## src/gcv_pkg.sv

```systemverilog
// Shared constants, types and helpers for the ground contact vote block.
`default_nettype none

package gcv_pkg;

   // Vote register length and the width of its set-bit count
   localparam int VOTE_DEPTH = 8;
   localparam int VOTE_CNT_W = $clog2(VOTE_DEPTH + 1);

   // Group framing: three rounds of three channels
   localparam int GROUP_LEN  = 9;
   localparam int ROUND_LEN  = 3;
   localparam int POS_W      = 4;
   localparam int CAL_GROUPS = 3;

   // Margin register reset value
   localparam logic [14:0] MARGIN_RESET = 15'd50;

   // Divide by three: x * 43691 >> 17 is exact for 0 <= x < 2**17
   localparam logic [15:0] DIV3_MUL   = 16'd43691;
   localparam int          DIV3_SHIFT = 17;

   // Channel slot codes within a round
   localparam logic [1:0] SLOT_FIRST = 2'd0;
   localparam logic [1:0] SLOT_MID   = 2'd1;
   localparam logic [1:0] SLOT_LAST  = 2'd2;

   typedef logic signed [15:0] dist_type;
   typedef logic signed [16:0] trig_type;
   typedef logic signed [17:0] sum_type;
   typedef logic [POS_W-1:0]   pos_type;
   typedef logic [VOTE_DEPTH-1:0] vote_type;

   // Group-end event handed from the minimum unit to the vote logic
   typedef struct packed {
      logic     valid;
      logic     busy;
      dist_type average;
   } avg_event_type;

   // Map a group position to its channel slot within the round
   function automatic logic [1:0] round_slot(input pos_type pos);
      logic [1:0] slot;
      case (pos)
         4'd0, 4'd3, 4'd6: slot = SLOT_FIRST;
         4'd1, 4'd4, 4'd7: slot = SLOT_MID;
         4'd2, 4'd5, 4'd8: slot = SLOT_LAST;
         default:          slot = SLOT_FIRST;
      endcase
      return slot;
   endfunction

   // Truncating divide by three of a non-negative value below 2**17
   function automatic dist_type div3(input logic [16:0] x);
      logic [32:0] prod;
      prod = {16'b0, x} * {17'b0, DIV3_MUL};
      return dist_type'(prod[DIV3_SHIFT +: 16]);
   endfunction

   // Count the set bits of the vote register
   function automatic logic [VOTE_CNT_W-1:0] vote_count(input vote_type v);
      logic [VOTE_CNT_W-1:0] n;
      n = '0;
      for (int i = 0; i < VOTE_DEPTH; i++) begin
         n = n + VOTE_CNT_W'(v[i]);
      end
      return n;
   endfunction

endpackage

`default_nettype wire

```

## src/gcv_channels.sv

```systemverilog
// Valid/ready channel interfaces for readings and results.
`default_nettype none

interface gcv_req_if;
   logic               valid;
   logic               ready;
   gcv_pkg::dist_type  distance;

   modport source (output valid, output distance, input ready);
   modport sink   (input valid, input distance, output ready);
endinterface

interface gcv_rsp_if;
   logic               valid;
   logic               ready;
   gcv_pkg::dist_type  average_distance;
   logic               on_ground;
   logic               calibrating;
   gcv_pkg::trig_type  trigger_distance;

   modport source (output valid, output average_distance, output on_ground,
                   output calibrating, output trigger_distance, input ready);
   modport sink   (input valid, input average_distance, input on_ground,
                   input calibrating, input trigger_distance, output ready);
endinterface

`default_nettype wire

```

## src/gcv_group_min.sv

```systemverilog
// Round minimum tracking, minima sum and held average for one group.
`default_nettype none

module gcv_group_min (
   input  wire logic              clock,
   input  wire logic              reset,
   input  wire logic              take,
   input  wire gcv_pkg::dist_type distance,
   input  wire gcv_pkg::pos_type  position,
   output gcv_pkg::avg_event_type avg_event
);

   logic                in_valid_ff;
   gcv_pkg::dist_type   in_dist_ff;
   gcv_pkg::pos_type    in_pos_ff;

   gcv_pkg::dist_type   rm_ff, rm_in;
   gcv_pkg::sum_type    msum_ff, msum_in;
   logic                fin_valid_ff, fin_valid_in;
   gcv_pkg::sum_type    fin_sum_ff, fin_sum_in;
   logic                avg_valid_ff;
   gcv_pkg::dist_type   held_ff, held_in;

   logic [1:0]          slot;
   logic                group_end;

   // Hold the accepted reading and its position
   always_ff @(posedge clock) begin
      if (reset) begin
         in_valid_ff <= 1'b0;
      end else begin
         in_valid_ff <= take;
      end
      if (take) begin
         in_dist_ff <= distance;
         in_pos_ff  <= position;
      end
   end

   // Update round minimum and minima sum; close the group on its last reading
   always_comb begin
      slot         = gcv_pkg::round_slot(in_pos_ff);
      group_end    = in_pos_ff == gcv_pkg::POS_W'(gcv_pkg::GROUP_LEN - 1);
      rm_in        = rm_ff;
      msum_in      = msum_ff;
      fin_valid_in = 1'b0;
      fin_sum_in   = fin_sum_ff;
      if (in_valid_ff) begin
         if (slot == gcv_pkg::SLOT_FIRST) begin
            rm_in = in_dist_ff;
         end else if (in_dist_ff < rm_ff && in_dist_ff > 16'sd0) begin
            rm_in = in_dist_ff;
         end
         if (slot == gcv_pkg::SLOT_LAST) begin
            msum_in = msum_ff + gcv_pkg::sum_type'(rm_in);
         end
         if (group_end) begin
            fin_valid_in = 1'b1;
            fin_sum_in   = msum_in;
            msum_in      = '0;
         end
      end
   end

   // Divide a positive minima sum by three, else keep the held average
   always_comb begin
      held_in = held_ff;
      if (fin_valid_ff && fin_sum_ff > 18'sd0) begin
         held_in = gcv_pkg::div3(fin_sum_ff[16:0]);
      end
   end

   always_ff @(posedge clock) begin
      if (reset) begin
         rm_ff        <= '0;
         msum_ff      <= '0;
         fin_valid_ff <= 1'b0;
         avg_valid_ff <= 1'b0;
         held_ff      <= '0;
      end else begin
         rm_ff        <= rm_in;
         msum_ff      <= msum_in;
         fin_valid_ff <= fin_valid_in;
         avg_valid_ff <= fin_valid_ff;
         held_ff      <= held_in;
      end
      fin_sum_ff <= fin_sum_in;
   end

   assign avg_event.valid   = avg_valid_ff;
   assign avg_event.busy    = (in_valid_ff && group_end) || fin_valid_ff || avg_valid_ff;
   assign avg_event.average = held_ff;

endmodule

`default_nettype wire

```

## src/ground_contact_vote.sv

```systemverilog
// Top level: ground contact detector with calibration and majority vote.
`default_nettype none

// Channel   Direction  Payload                                        Handshake
// req_chan  in         distance (16 s)                                valid/ready
// rsp_chan  out        average_distance, on_ground, calibrating,      valid/ready
//                      trigger_distance (17 s)
// csr       in         csr_wr_data (15 u) ground margin               csr_wr_en
//
// One reading is accepted per cycle except when the ninth one stalls. A result
// leaves after the ninth reading of a group is accepted, through a pipeline of
// input register, minima sum, divide by three, calibration/vote and result register.
// The ninth reading of a group waits while an earlier group is still in the pipeline or its result is unclaimed.
// Reset is synchronous; it clears the vote register to all ones and starts
// calibration again.

module ground_contact_vote (
   input  wire logic         clock,
   input  wire logic         reset,
   gcv_req_if.sink           req_chan,
   gcv_rsp_if.source         rsp_chan,
   input  wire logic         csr_wr_en,
   input  wire logic [14:0]  csr_wr_data
);

   logic [14:0]              margin_val_ff;
   gcv_pkg::pos_type         pos_ff, pos_in;
   logic                     take;
   logic                     is_last;
   gcv_pkg::avg_event_type   avg_event;

   logic [1:0]               cnt_ff, cnt_in;
   gcv_pkg::sum_type         cs_ff, cs_in;
   gcv_pkg::vote_type        vote_ff, vote_in;
   logic                     ev_valid_ff;
   logic                     ev_calib_ff, ev_calib_in;
   logic                     ev_third_ff, ev_third_in;
   gcv_pkg::dist_type        ev_avg_ff;

   gcv_pkg::trig_type        trig_ff, trig_in;
   gcv_pkg::dist_type        quot;

   logic                     rsp_valid_ff;
   gcv_pkg::dist_type        rsp_avg_ff;
   logic                     rsp_ground_ff;
   logic                     rsp_calib_ff;
   gcv_pkg::trig_type        rsp_trig_ff;
   logic                     vote_bit;

   // Hold the ground margin
   always_ff @(posedge clock) begin
      if (reset) begin
         margin_val_ff <= gcv_pkg::MARGIN_RESET;
      end else if (csr_wr_en) begin
         margin_val_ff <= csr_wr_data;
      end
   end

   // Track the position within the group; stall the last reading while the pipeline is busy or a result is unclaimed
   assign is_last = pos_ff >= gcv_pkg::POS_W'(gcv_pkg::GROUP_LEN - 1);
   assign req_chan.ready = !is_last ||
                           (!avg_event.busy && !ev_valid_ff &&
                            (!rsp_valid_ff || rsp_chan.ready));
   assign take = req_chan.valid && req_chan.ready;

   always_comb begin
      pos_in = pos_ff;
      if (take) begin
         pos_in = is_last ? '0 : pos_ff + gcv_pkg::POS_W'(1);
      end
   end

   always_ff @(posedge clock) begin
      if (reset) begin
         pos_ff <= '0;
      end else begin
         pos_ff <= pos_in;
      end
   end

   gcv_group_min u_group_min (
      .clock     (clock),
      .reset     (reset),
      .take      (take),
      .distance  (req_chan.distance),
      .position  (is_last ? gcv_pkg::POS_W'(gcv_pkg::GROUP_LEN - 1) : pos_ff),
      .avg_event (avg_event)
   );

   // Calibrate on the first groups, then vote on each later group
   always_comb begin
      cnt_in      = cnt_ff;
      cs_in       = cs_ff;
      vote_in     = vote_ff;
      ev_calib_in = 1'b0;
      ev_third_in = 1'b0;
      vote_bit    = gcv_pkg::trig_type'(avg_event.average) < trig_ff;
      if (avg_event.valid) begin
         if (cnt_ff < 2'(gcv_pkg::CAL_GROUPS)) begin
            ev_calib_in = 1'b1;
            cs_in       = cs_ff + gcv_pkg::sum_type'(avg_event.average);
            cnt_in      = cnt_ff + 2'd1;
            ev_third_in = cnt_ff == 2'(gcv_pkg::CAL_GROUPS - 1);
         end else begin
            vote_in = (vote_ff << 1) | gcv_pkg::vote_type'(vote_bit);
         end
      end
   end

   always_ff @(posedge clock) begin
      if (reset) begin
         cnt_ff      <= '0;
         cs_ff       <= '0;
         vote_ff     <= '1;
         ev_valid_ff <= 1'b0;
      end else begin
         cnt_ff      <= cnt_in;
         cs_ff       <= cs_in;
         vote_ff     <= vote_in;
         ev_valid_ff <= avg_event.valid;
      end
      ev_calib_ff <= ev_calib_in;
      ev_third_ff <= ev_third_in;
      ev_avg_ff   <= avg_event.average;
   end

   // Form the trigger distance when calibration completes
   always_comb begin
      quot    = gcv_pkg::div3(cs_ff[16:0]);
      trig_in = trig_ff;
      if (ev_valid_ff && ev_third_ff) begin
         trig_in = gcv_pkg::trig_type'({1'b0, quot}) +
                   gcv_pkg::trig_type'({2'b0, margin_val_ff});
      end
   end

   always_ff @(posedge clock) begin
      if (reset) begin
         trig_ff <= '0;
      end else begin
         trig_ff <= trig_in;
      end
   end

   // Load the result register; drop it once taken
   always_ff @(posedge clock) begin
      if (reset) begin
         rsp_valid_ff <= 1'b0;
      end else if (ev_valid_ff) begin
         rsp_valid_ff <= 1'b1;
      end else if (rsp_chan.ready) begin
         rsp_valid_ff <= 1'b0;
      end
      if (ev_valid_ff) begin
         rsp_avg_ff    <= ev_avg_ff;
         rsp_ground_ff <= gcv_pkg::vote_count(vote_ff) >
                          gcv_pkg::VOTE_CNT_W'(gcv_pkg::VOTE_DEPTH / 2);
         rsp_calib_ff  <= ev_calib_ff;
         rsp_trig_ff   <= trig_in;
      end
   end

   assign rsp_chan.valid            = rsp_valid_ff;
   assign rsp_chan.average_distance = rsp_avg_ff;
   assign rsp_chan.on_ground        = rsp_ground_ff;
   assign rsp_chan.calibrating      = rsp_calib_ff;
   assign rsp_chan.trigger_distance = rsp_trig_ff;

endmodule

`default_nettype wire
```

## src/flat_wrapper.sv

```systemverilog
// flat-port wrapper written by rule: the top's interface ports become plain ports
module ground_contact_vote_flat 
  (clock, reset, csr_wr_en, csr_wr_data, req_chan_valid, req_chan_distance, req_chan_ready, rsp_chan_valid, rsp_chan_average_distance, rsp_chan_on_ground, rsp_chan_calibrating, rsp_chan_trigger_distance, rsp_chan_ready);
  gcv_req_if req_chan_i ();
  gcv_rsp_if rsp_chan_i ();
  input  wire logic clock;
  input  wire logic reset;
  input  wire logic csr_wr_en;
  input  wire logic [14:0] csr_wr_data;
  input wire logic [$bits(req_chan_i.valid)-1:0] req_chan_valid;
  input wire logic [$bits(req_chan_i.distance)-1:0] req_chan_distance;
  output wire logic [$bits(req_chan_i.ready)-1:0] req_chan_ready;
  output wire logic [$bits(rsp_chan_i.valid)-1:0] rsp_chan_valid;
  output wire logic [$bits(rsp_chan_i.average_distance)-1:0] rsp_chan_average_distance;
  output wire logic [$bits(rsp_chan_i.on_ground)-1:0] rsp_chan_on_ground;
  output wire logic [$bits(rsp_chan_i.calibrating)-1:0] rsp_chan_calibrating;
  output wire logic [$bits(rsp_chan_i.trigger_distance)-1:0] rsp_chan_trigger_distance;
  input wire logic [$bits(rsp_chan_i.ready)-1:0] rsp_chan_ready;
  assign req_chan_i.valid = req_chan_valid;
  assign req_chan_i.distance = req_chan_distance;
  assign req_chan_ready = req_chan_i.ready;
  assign rsp_chan_valid = rsp_chan_i.valid;
  assign rsp_chan_average_distance = rsp_chan_i.average_distance;
  assign rsp_chan_on_ground = rsp_chan_i.on_ground;
  assign rsp_chan_calibrating = rsp_chan_i.calibrating;
  assign rsp_chan_trigger_distance = rsp_chan_i.trigger_distance;
  assign rsp_chan_i.ready = rsp_chan_ready;
  ground_contact_vote u_core (.clock(clock), .reset(reset), .req_chan(req_chan_i), .rsp_chan(rsp_chan_i), .csr_wr_en(csr_wr_en), .csr_wr_data(csr_wr_data));
endmodule
```

## config.mk

```make
export PLATFORM = sky130hd
export DESIGN_NAME = ground_contact_vote_flat
export DESIGN_NICKNAME = d
export VERILOG_FILES = /design/src/gcv_pkg.sv /design/src/gcv_channels.sv /design/src/gcv_group_min.sv /design/src/ground_contact_vote.sv /design/src/flat_wrapper.sv
export SDC_FILE = /design/constraint.sdc
export NUM_CORES = 1
export LEC_CHECK = 0
export ABC_AREA = 1
export ABC_CLOCK_PERIOD_IN_PS = 6900
export BUFFER_PORTS_ARGS = -buffer_cell sky130_fd_sc_hd__buf_4
export CAP_MARGIN = 15
export CORE_MARGIN = 4
export CORE_UTILIZATION = 45
export CTS_BUF_LIST = sky130_fd_sc_hd__clkbuf_4
export CTS_CLUSTER_DIAMETER = 40
export DETAILED_ROUTE_END_ITERATION = 8
export PLACE_DENSITY = 0.73
export SLEW_MARGIN = 40
export SYNTH_ARGS = -nofsm -noshare
export SYNTH_HDL_FRONTEND = slang
export SYNTH_SLANG_ARGS = --single-unit
```

## constraint.sdc

```tcl
create_clock -name clock -period 6.9 [get_ports clock]
set_clock_uncertainty 0.15 [all_clocks]
set_input_delay 1.035 -clock clock [delete_from_list [all_inputs] [get_ports clock]]
set_output_delay 1.035 -clock clock [all_outputs]
set_load 0.005 [all_outputs]
```

==> run_results.csv, run 1 <==
group,metric,value,unit
outcome,status,"finished clean",
pwr,powerDensity,144,nW/um^2
min_path,hp-class,"reg -> reg",
final_layout,final_common_cell,"inv_1",
worst_setup_path,reg2reg_to,"u_core.rsp_chan.trigger_distance[15]",
routing,drt-total-wl,51.6,mm
place,routabilityCongestion,0.928,
floorplan,dieHeight,223,um
routing,viasPerCell,5.11,
clocking,cts-root-buf,"clkbuf_4",
floorplan,ios,73,
clocking,cts_buffers,56,
routing,drc_errors,0,
pwr,ir_drop,0.148,mV
timing,post-route-period-util,96.4,%
worst_setup_path,rr_startpoint,"u_core.cs_ff[5]",
timing,setup_viol,0,
yosys,synth-warning-count,0,
worst_setup_path,slowest_delay,0.55,ns
pwr,netSwitchingFraction,32.4,%
worst_setup_path,critPathKind,"reg -> reg",
global_route,first_global_vias,16900,
global_route,grt_max_degree,59,
floorplan,dieArea,49800,um^2
worst_setup_path,crit_path_end_kind,"flip-flop",
yosys,ys_types,54,
final_layout,nets,3172,
routing,dr.pass1.iters,5,
pwr,internal_power,2280,uW
clocking,clk_pin_slew,0.07,ns
timing,tightest_slew,0.756,ns
yosys,synth_seq_cells,211,
place,dp_slack,-0.00989,ns
timing,min_period,6.65,ns
yosys,yosysSeqAreaShare,23.8,%
worst_setup_path,worst_path_max_delay_cell,"fa_1",
global_route,grt_use_total,20.7,%
floorplan,design.core.area,45600,um^2
pwr,switchingPower,1090,uW
yosys,synth-edff-count,73,
pwr,p_comb_share,24.3,%
timing,holdWs,0.233,ns
worst_setup_path,crit_top_cell,"inv_1",
yosys,synth.net_count,3041,
final_layout,layout_common_cells,"inv_1, ha_1, nand2_1",
global_route,antenna_found_initial,2,
timing,worst_slack,0.247,ns
min_path,hold_depth,0,
routing,drt-initial-drc-count,813,
worst_setup_path,worstPathMaxFanout,6,
worst_setup_path,critical_path_required,7.29,ns
pwr,clkPwrFrac,36.0,%
pwr,p_leak,0.0122,uW
clocking,cts_buffer_depth,3,
place,hpwl,42.9,mm
timing,hold_viol,0,
timing,maxSlewHeadroom,49.6,%
clocking,cts.sinks,211,
clocking,insertion_delay,0.78,ns
timing,max_freq,0.150,GHz
yosys,async_flop_share,0,%
yosys,synthFlopType,"dfxtp_1",
clocking,htreeDepth,2,
routing,dr_total_vias,16600,
final_layout,layout-drive-gt1-share,11.7,%
min_path,min_from,"u_core.ev_avg_ff[14]",
floorplan,initial_utilization,45.7,%
place,port_buffers,72,
pwr,p_total,3370,uW
min_path,min_to,"u_core.rsp_chan.average_distance[14]",
clocking,cts_tree,"done",
routing,antenna_left,0,
routing,wl_per_cell,15.9,um
floorplan,die_w,223,um
job,max_cap_viol_count,0,
global_route,grt_pass1_wl,84.8,mm
final_layout,fillCellCount,4237,
yosys,syn_area,20800,um^2
yosys,syn_area_per_cell,8.44,um^2
yosys,synth_cells,2469,
worst_setup_path,critical_path_arrival,7.04,ns
timing,slew_viol_final,0,
floorplan,rows,78,
global_route,grt_overflow,0,
pwr,p_seq_share,39.7,%
worst_setup_path,critPathLaunchType,"flip-flop",
final_layout,area_growth,12.2,%
worst_setup_path,r2r_cells,26,
worst_setup_path,worst-r2r-setup-slack,0.25,ns
-- what timing repair did --
action	in CTS	in global routing
hold buffers	0	0
buffers inserted	0	6
setup endpoints to repair	3	22
pin swaps	0	19
resized for setup	2	60
-- layout make-up --
cell class / count / area, um^2 / area share, %
multi-input combinational: 1657 / 13900 / 59.4
timing repair buffer: 111 / 837 / 3.58
antenna: 3 / 7.51 / 0.0321
inverter: 563 / 2110 / 9.05
clock buffer: 89 / 668 / 2.86
clock inverter: 17 / 139 / 0.594
sequential: 211 / 4970 / 21.3
tap: 600 / 751 / 3.21
-- logic make-up after synthesis --
logic type | Yosys count | share of synthesized area [%]
AND/OR/NAND/NOR | 634 | 12.6
buffers and inverters | 601 | 10.9
adder cells (fa/ha/maj) | 536 | 38.8
AO/OA/AOI/OAI | 436 | 11.8
flip-flops | 211 | 23.8
XOR/XNOR | 51 | 2.14
-- registers in the layout, indices dropped and copies added, names as in the netlist, 2 cells and up --
signal	count
u_core.pos_ff	4
u_core.trig_ff	17
u_core.u_group_min.msum_ff	18
u_core.ev_avg_ff	16
u_core.u_group_min.in_pos_ff	4
u_core.u_group_min.held_ff	16
u_core.rsp_chan.average_distance	16
u_core.u_group_min.in_dist_ff	16
u_core.u_group_min.slot	2
u_core.rsp_chan.trigger_distance	17
u_core.vote_ff	8
u_core.cs_ff	17
u_core.u_group_min.fin_sum_ff	18
u_core.cnt_ff	2
u_core.u_group_min.rm_ff	16
u_core.margin_val_ff	15
-- worst max-delay path, delay by kind of cell, from the launching register on --
family | cells | cell delay (ns)
DFF | 1 | 0.41
adders and majority gates | 8 | 3.67
xor gates and xnor gates | 1 | 0.20
buffers and inverters | 7 | 0.46
and+or+nand+nor | 6 | 0.70
AOI/OAI and AO/OA | 4 | 0.92
-- synthesized netlist by cell type, types with 2 or more instances --
cell type / n / area share [%]
o21ai_0: 133 / 3.2
o21ai_1: 10 / 0.24
inv_1: 559 / 10
o2111ai_1: 3 / 0.13
o31ai_1: 7 / 0.25
a221oi_1: 4 / 0.17
nand2_1: 338 / 6.1
o221ai_1: 4 / 0.17
nor2_1: 165 / 3.0
nand2_2: 4 / 0.12
fa_1: 183 / 18
or2_2: 10 / 0.30
o211ai_2: 2 / 0.12
nand4_1: 16 / 0.48
xnor2_1: 22 / 0.92
clkbuf_1: 30 / 0.54
o21bai_1: 5 / 0.18
nor3_1: 15 / 0.36
a21boi_0: 3 / 0.11
a31o_2: 2 / 0.084
a31oi_1: 9 / 0.27
a211oi_1: 6 / 0.22
edfxtp_1: 73 / 11
dfxtp_1: 138 / 13
a21o_1: 3 / 0.11
nand3_1: 68 / 1.6
ha_1: 353 / 21
nor4_1: 10 / 0.30
o21ai_2: 11 / 0.46
xor2_1: 29 / 1.2
a21oi_1: 203 / 4.9
inv_2: 4 / 0.072
o211ai_1: 9 / 0.32
o21a_1: 10 / 0.36
a21oi_2: 4 / 0.17
buf_2: 6 / 0.14
-- stage by stage --
| stage | area, um^2 | util (%) | std cells | TNS (ns) |
|---|---|---|---|---|
| floorplan | 20800 | - | 2469 | 0 |
| global placement | 22200 | 48.8 | 3136 | 0 |
| detailed placement | 22200 | 48.8 | 3136 | -0.00989 |
| CTS | 23000 | 50.6 | 3242 | 0 |
| global route | 23400 | 51.3 | 3251 | -0.0591 |
| finish | 23400 | 51.3 | 3251 | 0 |
-- power groups by stage --
| stage | registers (uW) | logic (uW) | clock network (uW) |
|---|---|---|---|
| 3_5_place_dp | 1370 | 801 | 0 |
| 5_1_grt | 1340 | 926 | 1320 |
| 6_report | 1340 | 816 | 1210 |
| 2_1_floorplan | 1360 | 589 | 0 |
| 3_3_place_gp | 1360 | 784 | 0 |
| 4_1_cts | 1340 | 808 | 1250 |
-- worst max-delay path by stage --
stage / startpoint / end / slack (ns) / depth (start not counted)
floorplan: u_core.cs_ff[4] / u_core.rsp_chan.trigger_distance[10] / 0.44 / 33
global placement: u_core.cs_ff[4] / u_core.rsp_chan.trigger_distance[10] / 0.13 / 32
detailed placement: u_core.cs_ff[5] / u_core.rsp_chan.trigger_distance[10] / -0.01 / 31
CTS: u_core.cs_ff[4] / u_core.rsp_chan.trigger_distance[10] / 0.02 / 32
global route: u_core.cs_ff[6] / u_core.rsp_chan.trigger_distance[13] / -0.03 / 32
finish: u_core.cs_ff[5] / u_core.rsp_chan.trigger_distance[15] / 0.25 / 26
-- routing by layer --
| layer | up-vias | share of wire, % | track usage (%) | routed length, um |
|---|---|---|---|---|
| met5 | - | 0 | 0 | 0 |
| met4 | 0 | 2.8 | 6.18 | 1440 |
| met3 | 98 | 4.8 | 2.84 | 2470 |
| met2 | 373 | 47 | 34.0 | 24200 |
| met1 | 7862 | 45 | 28.7 | 23400 |
| li1 | 8275 | - | - | - |
Power figures use the tool's default switching activity.
==> run 2: changes to the inputs <==
--- a/config.mk
+++ b/config.mk
@@ -6,7 +6,7 @@
 export NUM_CORES = 1
 export LEC_CHECK = 0
 export ABC_AREA = 1
-export ABC_CLOCK_PERIOD_IN_PS = 6900
+export ABC_CLOCK_PERIOD_IN_PS = 5400
 export BUFFER_PORTS_ARGS = -buffer_cell sky130_fd_sc_hd__buf_4
 export CAP_MARGIN = 15
 export CORE_MARGIN = 4
@@ -19,3 +19,4 @@
 export SYNTH_ARGS = -nofsm -noshare
 export SYNTH_HDL_FRONTEND = slang
 export SYNTH_SLANG_ARGS = --single-unit
+export TNS_END_PERCENT = 50
==> constraint.sdc (replaced) <==
create_clock -name clock -period 5.4 [get_ports clock]
set_clock_uncertainty 0.15 [all_clocks]
set_input_delay 0.81 -clock clock [delete_from_list [all_inputs] [get_ports clock]]
set_output_delay 0.81 -clock clock [all_outputs]
set_load 0.005 [all_outputs]
==> run 2 against run 1 <==
Effect of this change:
- the run now ends with setup timing left
- critical path depth up 4
- flip-flop and latch count unchanged
- sequential share of layout area down 1.9 points
- register-to-register slack worse by 1.1 ns
- via count up 5.4%
- hold slack worse by 0.12 ns
- die area unchanged
- sequential power up 27%
- maximum frequency up 6.3%
==> run_results.csv, run 2 (same netlist as run 1, synthesis figures left out) <==
group,metric,value,unit
outcome,status,"finished, violations left",
outcome,violations,"setup timing",
global_route,grt_pass1_wl,89.5,mm
timing,worst_slack,-0.857,ns
routing,drt-initial-drc-count,1129,
floorplan,die_w,223,um
floorplan,rows,78,
worst_setup_path,critical_path_arrival,6.74,ns
global_route,first_global_vias,18000,
timing,slew_viol_final,0,
floorplan,dieHeight,223,um
floorplan,dieArea,49800,um^2
floorplan,initial_utilization,45.7,%
routing,antenna_left,0,
pwr,ir_drop,0.209,mV
routing,dr.pass1.iters,6,
worst_setup_path,critical_path_required,5.89,ns
timing,post-route-period-util,116,%
timing,max_freq,0.160,GHz
min_path,min_to,"u_core.margin_val_ff[0]",
final_layout,layout-drive-gt1-share,22.5,%
job,max_cap_viol_count,0,
place,port_buffers,72,
clocking,cts_tree,"done",
worst_setup_path,critPathLaunchType,"flip-flop",
final_layout,regArea,5010,um^2
min_path,hold_depth,3,
final_layout,fillCellCount,3971,
worst_setup_path,worst-r2r-setup-slack,-0.86,ns
final_layout,nets,3389,
clocking,cts_buffers,57,
clocking,cts-root-buf,"clkbuf_4",
global_route,grt_max_degree,72,
pwr,p_comb_share,28.3,%
pwr,switchingPower,1500,uW
timing,tightest_slew,0.764,ns
pwr,p_seq_share,37.9,%
pwr,internal_power,3000,uW
final_layout,final_common_cell,"inv_1",
clocking,cts_buffer_depth,3,
pwr,p_leak,0.0133,uW
worst_setup_path,reg2reg_to,"u_core.rsp_chan.trigger_distance[13]",
timing,maxSlewHeadroom,49.1,%
worst_setup_path,slowest_delay,0.53,ns
timing,holdWs,0.108,ns
timing,grt_setup_unrepaired,"yes",
min_path,hp-class,"in -> reg",
worst_setup_path,rr_startpoint,"u_core.cs_ff[11]",
floorplan,ios,73,
pwr,powerDensity,174,nW/um^2
worst_setup_path,worst_path_max_delay_cell,"fa_1",
worst_setup_path,critPathKind,"reg -> reg",
routing,wl_per_cell,16.1,um
worst_setup_path,crit_path_end_kind,"flip-flop",
routing,drc_errors,0,
global_route,grt_use_total,22.0,%
final_layout,layout_common_cells,"inv_1, ha_1, nand2_1",
routing,viasPerCell,5.05,
routing,dr_total_vias,17500,
min_path,min_from,"csr_wr_data[0]",
final_layout,multi_input_area,14700,um^2
clocking,insertion_delay,0.81,ns
clocking,clk_pin_slew,0.07,ns
place,hpwl,45.8,mm
routing,drt-total-wl,55.8,mm
timing,final.setup.tns,-20.31,ns
timing,hold_viol,0,
timing,min_period,6.26,ns
place,routabilityCongestion,0.966,
clocking,htreeDepth,2,
pwr,clkPwrFrac,33.8,%
worst_setup_path,r2r_cells,30,
final_layout,reg_top3,"u_core.u_group_min.fin_sum_ff (18), u_core.u_group_min.msum_ff (18)",
clocking,cts.sinks,211,
final_layout,area_growth,24.3,%
global_route,antenna_found_initial,1,
global_route,grt_overflow,0,
floorplan,design.core.area,45600,um^2
pwr,netSwitchingFraction,33.3,%
timing,setup_viol,35,
worst_setup_path,worstPathMaxFanout,4,
## run 2: cell types whose count changed in the layout (fill, tap and decap cells not counted), sizes merged
cell and delta:
dlygate4sd3 +16, clkinvlp -1, diode -2, clkinv +12
buf +200, clkbuf -10
## run 2: cell type report
type	instances	share of cell area, %
multi-input combinational	1657	56.8
sequential	211	19.4
timing repair buffer	327	9.74
inverter	563	8.17
tap	600	2.90
clock buffer	79	2.29
clock inverter	28	0.744
antenna	1	0.00967
## run 2: routing by layer
layer	vias up	wire length, um	track usage, %
met4	0	1360	5.85
met5	-	0	0
met2	368	26600	37.2
met1	8351	24900	29.0
met3	88	2930	4.46
li1	8694	-	-
## run 2: power groups by stage
stage	Sequential, uW	Clock [uW]	Combinational (uW)
after floorplan	1730	0	761
after global placement	1740	0	1130
after detailed placement	1740	0	1150
after CTS	1700	1570	1200
after global routing	1710	1640	1430
final	1700	1520	1270
## run 2: worst max-delay path by stage
stage	endpoint	depth (start not counted)	from	slack, ns
after global routing	u_core.rsp_chan.trigger_distance[10]	33	u_core.cs_ff[2]	-1.08
after floorplan	u_core.rsp_chan.trigger_distance[10]	33	u_core.cs_ff[4]	-0.47
after CTS	u_core.rsp_chan.trigger_distance[10]	34	u_core.cs_ff[11]	-0.73
after global placement	u_core.rsp_chan.trigger_distance[15]	26	u_core.cs_ff[3]	-0.92
final	u_core.rsp_chan.trigger_distance[13]	30	u_core.cs_ff[11]	-0.86
after detailed placement	u_core.rsp_chan.trigger_distance[9]	28	u_core.cs_ff[5]	-0.99
## run 2: through the flow
stage / power (uW) / area [um^2] / setup slack, ns / cells / util (%)
after floorplan: 2490 / 21300 / -0.469 / 2469 / -
after global placement: 2870 / 24000 / -0.924 / 3314 / 52.6
after detailed placement: 2890 / 24000 / -0.993 / 3314 / 52.6
after CTS: 4470 / 25500 / -0.733 / 3459 / 56.0
after global routing: 4790 / 25900 / -1.08 / 3466 / 56.8
final: 4500 / 25900 / -0.857 / 3466 / 56.8
## run 2: critical path, delay by kind of cell, from the launching register on
kind / cells / cell delay (ns)
adder cells (fa/ha/maj): 8 / 3.04
buffers and inverters: 7 / 0.55
flip-flops: 1 / 0.37
AND/OR/NAND/NOR: 5 / 0.39
AO/OA/AOI/OAI: 8 / 1.42
XOR/XNOR: 2 / 0.21
## run 2: timing repair
item,in CTS,in global routing
gates resized for setup,92,77
hold endpoints to repair,16,0
setup buffers,22,5
pin swaps,63,45
hold buffers,16,0
gates cloned,0,0
endpoints found under the setup margin,38,48
